--- config.mk ---
export PLATFORM = sky130hd
export DESIGN_NAME = page_table_walker_top
export DESIGN_NICKNAME = d
export VERILOG_FILES = /design/src/rtl/core/ptw_pkg.sv /design/src/rtl/core/ptw_step.sv /design/src/rtl/core/page_table_walker_top.sv
export SDC_FILE = /design/constraint.sdc
export NUM_CORES = 1
export LEC_CHECK = 0
export ABC_CLOCK_PERIOD_IN_PS = 18800
export BUFFER_PORTS_ARGS = -buffer_cell sky130_fd_sc_hd__buf_2
export CAP_MARGIN = 20
export CORE_ASPECT_RATIO = 1.2
export CORE_UTILIZATION = 48
export DETAILED_ROUTE_END_ITERATION = 12
export PLACE_DENSITY = 0.79
export RECOVER_POWER = 100
export SLEW_MARGIN = 5
export SYNTH_ARGS = -nofsm -noshare
export SYNTH_HDL_FRONTEND = slang
export SYNTH_SLANG_ARGS = --single-unit
export TNS_END_PERCENT = 20
--- constraint.sdc ---
create_clock -name clk -period 18.8 [get_ports clk]
set_clock_uncertainty 0.15 [all_clocks]
set_input_delay 2.82 -clock clk [delete_from_list [all_inputs] [get_ports clk]]
set_output_delay 2.82 -clock clk [all_outputs]
set_load 0.02 [all_outputs]
--- src/rtl/core/ptw_pkg.sv ---
package ptw_pkg;

	localparam int INDEX_BITS  = 9;
	localparam int NUM_LEVELS  = 5;
	localparam int VADDR_W     = 57;
	localparam int PADDR_W     = 52;
	localparam int ENTRY_W     = 64;
	localparam int PAB_W       = 6;
	localparam int LIMIT_W     = 41;
	localparam int CFG_IDX_W   = 2;
	localparam int CFG_DATA_W  = 52;
	localparam int S_TDATA_W   = 128;
	localparam int M_TDATA_W   = 376;

	localparam logic [CFG_IDX_W-1:0] REG_ROOT_BASE  = 2'd0;
	localparam logic [CFG_IDX_W-1:0] REG_FIVE_LEVEL = 2'd1;
	localparam logic [CFG_IDX_W-1:0] REG_PHYS_BITS  = 2'd2;
	localparam logic [CFG_IDX_W-1:0] REG_FRAME_LIM  = 2'd3;

	localparam logic [PAB_W-1:0]   PHYS_BITS_MAX   = 6'd52;
	localparam logic [LIMIT_W-1:0] FRAME_LIM_RESET = 41'h100_0000_0000;

	localparam logic MODE_START = 1'b0;
	localparam logic MODE_ENTRY = 1'b1;

	localparam logic KIND_READ = 1'b0;
	localparam logic KIND_DONE = 1'b1;

	localparam logic [1:0] PAGE_NONE = 2'd0;
	localparam logic [1:0] PAGE_4K   = 2'd1;
	localparam logic [1:0] PAGE_2M   = 2'd2;

	localparam logic STATUS_OK  = 1'b0;
	localparam logic STATUS_BAD = 1'b1;

	localparam int BIT_PRESENT = 0;
	localparam int BIT_LARGE   = 7;

	// level whose entry is awaited
	typedef enum logic [5:0] {
		LVL_IDLE = 6'b000001,
		LVL_1    = 6'b000010,
		LVL_2    = 6'b000100,
		LVL_3    = 6'b001000,
		LVL_4    = 6'b010000,
		LVL_5    = 6'b100000
	} lvl_t;

	typedef struct packed {
		logic [PADDR_W-1:0] root_base;
		logic               five_level;
		logic [PAB_W-1:0]   phys_bits;
		logic [LIMIT_W-1:0] frame_limit;
	} cfg_t;

	// entries[4] top, [3] l4, [2] l3, [1] l2, [0] l1
	typedef struct packed {
		lvl_t                                  level;
		logic [VADDR_W-1:0]                    vaddr;
		logic [NUM_LEVELS-1:0][ENTRY_W-1:0]    entries;
	} walk_t;

	typedef struct packed {
		logic                                  kind;
		logic [PADDR_W-1:0]                    read_address;
		logic [1:0]                            page_kind;
		logic                                  status;
		logic [NUM_LEVELS-1:0][ENTRY_W-1:0]    entries;
	} res_t;

	localparam logic [NUM_LEVELS-1:0][ENTRY_W-1:0] ENTRIES_CLEAR =
		{{ENTRY_W{1'b1}}, {(NUM_LEVELS-1)*ENTRY_W{1'b0}}};

endpackage

--- src/rtl/core/ptw_step.sv ---
module ptw_step #(
	parameter int PAGE_BITS = 12
) (
	input  ptw_pkg::cfg_t                   cfg,
	input  ptw_pkg::walk_t                  cur,
	input  logic                            mode,
	input  logic [ptw_pkg::VADDR_W-1:0]     virt_addr,
	input  logic [ptw_pkg::ENTRY_W-1:0]     read_entry,
	output ptw_pkg::walk_t                  nxt,
	output ptw_pkg::res_t                   res,
	output logic                            res_valid
);

	logic [ptw_pkg::PAB_W-1:0]      phys_bits;
	logic [ptw_pkg::PADDR_W-1:0]    addr_mask;
	logic                           do_req;
	logic [ptw_pkg::PADDR_W-1:0]    req_base;
	ptw_pkg::lvl_t                  req_lvl;
	logic [ptw_pkg::VADDR_W-1:0]    vaddr_use;
	logic                           fin;
	logic [1:0]                     fin_page;
	logic                           fin_status;
	logic [ptw_pkg::INDEX_BITS-1:0] idx;
	logic [ptw_pkg::PADDR_W-1:0]    req_addr;
	logic [ptw_pkg::PADDR_W-1:0]    req_frame;
	logic                           frame_bad;
	ptw_pkg::walk_t                 upd;

	assign phys_bits = (cfg.phys_bits > ptw_pkg::PHYS_BITS_MAX) ? ptw_pkg::PHYS_BITS_MAX
		: cfg.phys_bits;

	always_comb begin
		for (int i = 0; i < ptw_pkg::PADDR_W; i++) begin
			addr_mask[i] = (i >= PAGE_BITS) && (ptw_pkg::PAB_W'(i) < phys_bits);
		end
	end

	// decode the item: entry capture, early finish, or next table read
	always_comb begin
		upd        = cur;
		do_req     = 1'b0;
		req_base   = '0;
		req_lvl    = ptw_pkg::LVL_IDLE;
		vaddr_use  = cur.vaddr;
		fin        = 1'b0;
		fin_page   = ptw_pkg::PAGE_NONE;
		fin_status = ptw_pkg::STATUS_OK;
		if (mode == ptw_pkg::MODE_START) begin
			if (cur.level == ptw_pkg::LVL_IDLE) begin
				upd.vaddr   = virt_addr;
				upd.entries = ptw_pkg::ENTRIES_CLEAR;
				vaddr_use   = virt_addr;
				do_req      = 1'b1;
				req_base    = cfg.root_base & addr_mask;
				req_lvl     = cfg.five_level ? ptw_pkg::LVL_5 : ptw_pkg::LVL_4;
			end
		end else if (cur.level != ptw_pkg::LVL_IDLE) begin
			unique case (cur.level)
				ptw_pkg::LVL_1: upd.entries[0] = read_entry;
				ptw_pkg::LVL_2: upd.entries[1] = read_entry;
				ptw_pkg::LVL_3: upd.entries[2] = read_entry;
				ptw_pkg::LVL_4: upd.entries[3] = read_entry;
				ptw_pkg::LVL_5: upd.entries[4] = read_entry;
				default: ;
			endcase
			if (cur.level == ptw_pkg::LVL_1) begin
				fin      = 1'b1;
				fin_page = read_entry[ptw_pkg::BIT_PRESENT] ? ptw_pkg::PAGE_4K
					: ptw_pkg::PAGE_NONE;
			end else if (!read_entry[ptw_pkg::BIT_PRESENT]) begin
				fin        = 1'b1;
				fin_status = ptw_pkg::STATUS_BAD;
			end else if (cur.level == ptw_pkg::LVL_2 && read_entry[ptw_pkg::BIT_LARGE]) begin
				fin      = 1'b1;
				fin_page = ptw_pkg::PAGE_2M;
			end else begin
				do_req   = 1'b1;
				req_base = read_entry[ptw_pkg::PADDR_W-1:0] & addr_mask;
				unique case (cur.level)
					ptw_pkg::LVL_5: req_lvl = ptw_pkg::LVL_4;
					ptw_pkg::LVL_4: req_lvl = ptw_pkg::LVL_3;
					ptw_pkg::LVL_3: req_lvl = ptw_pkg::LVL_2;
					default:        req_lvl = ptw_pkg::LVL_1;
				endcase
			end
		end
	end

	always_comb begin
		unique case (req_lvl)
			ptw_pkg::LVL_1: idx = ptw_pkg::INDEX_BITS'(vaddr_use >> PAGE_BITS);
			ptw_pkg::LVL_2: idx = ptw_pkg::INDEX_BITS'(vaddr_use >>
				(PAGE_BITS + ptw_pkg::INDEX_BITS));
			ptw_pkg::LVL_3: idx = ptw_pkg::INDEX_BITS'(vaddr_use >>
				(PAGE_BITS + 2 * ptw_pkg::INDEX_BITS));
			ptw_pkg::LVL_4: idx = ptw_pkg::INDEX_BITS'(vaddr_use >>
				(PAGE_BITS + 3 * ptw_pkg::INDEX_BITS));
			ptw_pkg::LVL_5: idx = ptw_pkg::INDEX_BITS'(vaddr_use >>
				(PAGE_BITS + 4 * ptw_pkg::INDEX_BITS));
			default:        idx = '0;
		endcase
	end

	assign req_addr  = req_base + ptw_pkg::PADDR_W'({idx, 3'b000});
	assign req_frame = req_addr >> PAGE_BITS;
	assign frame_bad = req_frame >= ptw_pkg::PADDR_W'(cfg.frame_limit);

	always_comb begin
		nxt       = upd;
		res       = '0;
		res_valid = 1'b0;
		if (do_req && !frame_bad) begin
			nxt.level        = req_lvl;
			res.kind         = ptw_pkg::KIND_READ;
			res.read_address = req_addr;
			res_valid        = 1'b1;
		end else if (fin || do_req) begin
			// table frame out of range ends the walk without a read
			nxt.level     = ptw_pkg::LVL_IDLE;
			res.kind      = ptw_pkg::KIND_DONE;
			res.page_kind = do_req ? ptw_pkg::PAGE_NONE : fin_page;
			res.status    = do_req ? ptw_pkg::STATUS_BAD : fin_status;
			res.entries   = upd.entries;
			res_valid     = 1'b1;
		end
	end

endmodule

--- src/rtl/core/page_table_walker_top.sv ---
// Page table walker, four or five levels.
// Input stream s_*: tuser = mode (0 start, 1 entry); tdata = virt_addr on start,
// read_entry on an entry transfer. Output stream m_*: tuser = kind (0 read request,
// 1 done); tdata carries the read address or the done result with all entries.
// A start asks for the top entry; each returned entry yields the next read or the
// done result. Starts during a walk and entries while idle are dropped silently.
// Throughput: one input transfer per cycle while s_tready is high. Each transfer
// is decoded in a single combinational step from the walk registers into the
// result register, so a result is shown on m_* the cycle after its input transfer.
// The result register decouples the sides: s_tready stays high while the result
// register is empty or being taken this cycle; when m_tready is low with a result
// held, s_tready drops and the result holds stable.
// Configuration writes (cfg_we/cfg_index/cfg_wdata) are registered; write them
// only while no walk is in flight.
// Reset: walker idle, no result pending, registers at their defaults (root 0,
// four levels, 52 physical bits, frame limit 2^40).
module page_table_walker_top #(
	parameter int PAGE_BITS = 12
) (
	input  logic                              clk,
	input  logic                              arst_n,
	input  logic                              s_tvalid,
	output logic                              s_tready,
	// [56:0] virt_addr, [120:57] read_entry, [127:121] zero
	input  logic [ptw_pkg::S_TDATA_W-1:0]     s_tdata,
	// [0] mode
	input  logic                              s_tuser,
	output logic                              m_tvalid,
	input  logic                              m_tready,
	// [51:0] read_address, [53:52] page_kind, [54] status, [118:55] top_entry,
	// [182:119] l4_entry, [246:183] l3_entry, [310:247] l2_entry,
	// [374:311] l1_entry, [375] zero
	output logic [ptw_pkg::M_TDATA_W-1:0]     m_tdata,
	// [0] kind
	output logic                              m_tuser,
	input  logic                              cfg_we,
	input  logic [ptw_pkg::CFG_IDX_W-1:0]     cfg_index,
	input  logic [ptw_pkg::CFG_DATA_W-1:0]    cfg_wdata
);

	ptw_pkg::cfg_t  cfg_q;
	ptw_pkg::walk_t walk_q;
	ptw_pkg::walk_t walk_nxt;
	ptw_pkg::res_t  res_nxt;
	ptw_pkg::res_t  res_q;
	logic           res_nxt_valid;
	logic           out_valid_q;
	logic           in_xfer;

	always_ff @(posedge clk or negedge arst_n) begin
		if (!arst_n) begin
			cfg_q.root_base   <= '0;
			cfg_q.five_level  <= 1'b0;
			cfg_q.phys_bits   <= ptw_pkg::PHYS_BITS_MAX;
			cfg_q.frame_limit <= ptw_pkg::FRAME_LIM_RESET;
		end else if (cfg_we) begin
			unique case (cfg_index)
				ptw_pkg::REG_ROOT_BASE:  cfg_q.root_base   <= cfg_wdata;
				ptw_pkg::REG_FIVE_LEVEL: cfg_q.five_level  <= cfg_wdata[0];
				ptw_pkg::REG_PHYS_BITS:  cfg_q.phys_bits   <= cfg_wdata[ptw_pkg::PAB_W-1:0];
				ptw_pkg::REG_FRAME_LIM:  cfg_q.frame_limit <= cfg_wdata[ptw_pkg::LIMIT_W-1:0];
			endcase
		end
	end

	assign s_tready = !out_valid_q || m_tready;
	assign in_xfer  = s_tvalid && s_tready;

	ptw_step #(
		.PAGE_BITS(PAGE_BITS)
	) u_step (
		.cfg        (cfg_q),
		.cur        (walk_q),
		.mode       (s_tuser),
		.virt_addr  (s_tdata[ptw_pkg::VADDR_W-1:0]),
		.read_entry (s_tdata[ptw_pkg::VADDR_W +: ptw_pkg::ENTRY_W]),
		.nxt        (walk_nxt),
		.res        (res_nxt),
		.res_valid  (res_nxt_valid)
	);

	always_ff @(posedge clk or negedge arst_n) begin
		if (!arst_n) begin
			walk_q.level   <= ptw_pkg::LVL_IDLE;
			walk_q.vaddr   <= '0;
			walk_q.entries <= ptw_pkg::ENTRIES_CLEAR;
			out_valid_q    <= 1'b0;
		end else if (in_xfer) begin
			walk_q      <= walk_nxt;
			out_valid_q <= res_nxt_valid;
		end else if (m_tready) begin
			out_valid_q <= 1'b0;
		end
	end

	always_ff @(posedge clk) begin
		if (in_xfer && res_nxt_valid) begin
			res_q <= res_nxt;
		end
	end

	assign m_tvalid = out_valid_q;
	assign m_tuser  = res_q.kind;
	assign m_tdata  = {1'b0, res_q.entries[0], res_q.entries[1], res_q.entries[2],
		res_q.entries[3], res_q.entries[4], res_q.status, res_q.page_kind,
		res_q.read_address};

endmodule

==> run_results.csv <==
group,metric,value,unit
clock_network,cts_resized,0,
die,die_width,256,µm
synthesis,synth.area.top_cells,"edfxtp_1 (30%), dfrtp_1 (26%), dfstp_2 (4.9%)",
global_routing,grt_pass1_vias,27900,
die,start_util,0.485,
worst_setup_path,cp_max_fo,73,
worst_setup_path,slowest_stage,"clkbuf_1",
pwr,powerDensity,160,mW/mm²
place,globalplace.congestion,0.893,
pwr,irDropWorstVdd,0.119,mV
synthesis,yosys.area.top_type_share,0.302,
synthesis,syn_area_per_cell,12.0,µm²
global_routing,grt_antenna_before_repair,15,
sta,fmax,78.3,MHz
sta,min_period,12780,ps
die,fp.dieH,306,µm
clock_network,cts_tree,"yes",
die,std_cell_rows,111,
synthesis,ys_seq_area_frac,0.609,
clock_network,clk_latency,660,ps
worst_setup_path,crit_chain,"clkbuf_1 -> nand2_1 -> a21oi_4 -> clkbuf_1 -> a32oi_1 -> nor3_1 -> ha_1 -> nand4_1 -> inv_1 -> a221o_1 -> a2111oi_0 -> clkbuf_1 -> clkbuf_1 -> a221oi_1",
clock_network,hold_buffers,0,
sta,finalSetupTns,0,ps
synthesis,synth-main-ff-cell,"dfrtp_1",
cells_and_area,area_delta_synth_final,14.6,%
worst_setup_path,end_kind,"flop",
routing,viasPerCell,6.50,
outcome,status,"complete, but fails checks",
clock_network,post-cts-setup-buffers,0,
sta,hold_slack,329,ps
synthesis,ys_ff_latch,824,
worst_setup_path,slowest_delay,2630,ps
worst_setup_path,crit_arrival,12840,ps
global_routing,overflow,0,
routing,wl_per_cell,27.6,µm
synthesis,synthCells,3079,
worst_setup_path,crit_path_frequent_cell,"clkbuf_1",
flow_run,cap_violations,25,
cells_and_area,multiInputGateArea,0.0130,mm²
sta,slew_viol_final,1354,
pwr,p_leak,16.5,nW
die,dieArea,0.0783,mm²
clock_network,root_buffer,"clkbuf_16",
clock_network,clk_path_buf_depth,3,
routing,ant_nets,0,
sta,worstMarginPinSlew,4710,ps
place,port_buffers,543,
global_routing,grt_pass1_wl,182000,µm
synthesis,synth_cell_types,57,
routing,drtIter0Drc,3461,
routing,route.detailed.drc,0,
sta,fin_ws,6020,ps
sta,hold_viol,0,
cells_and_area,regArea,0.0226,mm²
clock_network,htreeDepth,3,
clock_network,path_clk_slew,60,ps
synthesis,yosysMostFrequentCell,"dfrtp_1",
place,hpwl,73800,µm
cells_and_area,nets,3614,
worst_setup_path,crit_type,"primary input to flop",
die,num_io_pins,567,
routing,wl,124000,µm
cells_and_area,fillers,6413,
sta,rsz0062_at_grt,"false",
synthesis,syn_area,0.0370,mm²
worst_setup_path,startpoint_type,"primary input",
global_routing,track_usage,0.309,
worst_setup_path,critPathRequiredTime,18870,ps
outcome,violations,"max-capacitance violations, max-slew violations",
synthesis,yosys.area.top_type,"edfxtp_1",
synthesis,yosys-top-cells-count,"dfrtp_1 (382), edfxtp_1 (373), nand2_1 (372)",
routing,drt_pre_antenna_iters,6,
synthesis,synth_edf_count,373,
die,core,0.0764,mm²
clock_network,cts.sinks,824,
synthesis,yosysWarningCount,0,
clock_network,cts_buffers,83,
cells_and_area,drive_gt1_frac,0.158,
routing,vias,29100,
sta,max_slew_margin,-2.14,
sta,setup_viol,0,
place,place_ws,10440,ps
min_path,hp-class,"flop to flop",
global_routing,grt_max_degree,212,
sta,fin_crit_sh,0.680,
synthesis,async_flop_share,0.547,
==> metal layers <==
metal  GRT usage  vias to the layer above  share of wire
met5           0                        -        0.00072
met4       0.156                       16          0.052
li1            -                    12300              -
met1       0.397                    14600           0.38
met3      0.0771                      350           0.10
met2       0.486                     1871           0.47
==> critical path, delay by kind of cell <==
| family | cells | cell delay, ps |
|---|---|---|
| AOI/OAI and AO/OA | 5 | 2130 |
| adders and majority gates | 1 | 330 |
| buffers and inverters | 5 | 6460 |
| and+or+nand+nor | 3 | 980 |
==> placed cells by master (no fill, tap or decap), types with 6 or more instances in the layout <==
cell type	count
clkbuf_8	7
o2bb2ai_1	9
clkinv_1	8
a211oi_1	146
dfrtp_1	382
nor2_1	57
o221ai_1	64
a22oi_1	74
buf_4	20
bufinv_16	11
a22o_1	141
edfxtp_1	373
a21o_1	6
and3_1	43
ha_1	40
mux2i_1	64
o22a_1	65
nand4_1	8
clkbuf_1	416
a21oi_1	104
diode_2	6
dfstp_2	69
mux2_2	133
nand2_1	370
a32oi_1	40
inv_1	42
clkinv_2	17
nor3_1	21
buf_2	163
nand3_1	11
o21ai_0	148
clkbuf_16	84
a221oi_1	121
a21boi_0	113
==> final timing paths <==
path / start / to / slack (ps) / depth (start not counted)
max: s_tuser / m_tdata[274] / 6020 / 14
min: walk_q[117] / walk_q[117] / 330 / 2
max reg2reg: walk_q[380] / m_tdata[137] / 7980 / 7
min reg2reg: walk_q[117] / walk_q[117] / 330 / 2
max in group asynchronous: arst_n / walk_q[352] / 7370 / 3
min in group asynchronous: arst_n / walk_q[188] / 3550 / 1
==> report_power, final <==
group / total [mW] / internal (mW) / leakage [nW] / switching, mW
registers: 2.82 / 2.55 / 9.10 / 0.269
clock network: 1.76 / 1.01 / 1.41 / 0.746
logic: 2.20 / 0.603 / 6.02 / 1.60
total: 6.79 / 4.17 / 16.5 / 2.62
==> sequential cells by signal (all words and copies together) (netlist names) <==
signal and count:
m_tdata 372, walk_q 362, cfg_q 88, m_tuser 1, m_tvalid 1
==> layout make-up <==
cell class / instances / share of cell area
Antenna cell: 6 / 0.000354
Clock buffer: 107 / 0.0532
Clock inverter: 49 / 0.0146
Inverter: 45 / 0.00419
Multi-Input combinational cell: 1845 / 0.306
Sequential cell: 824 / 0.532
Tap cell: 1017 / 0.0300
Timing Repair Buffer: 587 / 0.0602
==> kinds of logic (layout without fill, tap and decap cells) <==
| kind of cell | count (synthesis) | after routing | synth area share |
|---|---|---|---|
| AOI/OAI and AO/OA | 1049 | 1049 | 0.211 |
| DFF | 824 | 824 | 0.609 |
| and+or+nand+nor | 553 | 553 | 0.0637 |
| buffers and inverters | 413 | 788 | 0.0441 |
| muxes | 197 | 197 | 0.0577 |
| adders and majority gates | 40 | 40 | 0.0135 |
| xor gates and xnor gates | 2 | 2 | 0.000473 |
| other | 1 | 10 | 0.000101 |
==> per-stage QoR <==
| stage | cells | total power [mW] | area (µm²) | util |
|---|---|---|---|---|
| after floorplan | 3082 | 4.32 | 37000 | - |
| after global placement | 4315 | 5.00 | 40100 | 0.525 |
| after detailed placement | 4316 | 5.06 | 40200 | 0.526 |
| after CTS | 4472 | 6.82 | 43000 | 0.563 |
| after global routing | 4479 | 7.07 | 42400 | 0.556 |
| final | 4480 | 6.79 | 42500 | 0.556 |
No activity file was read; power rests on OpenSTA's default activity.
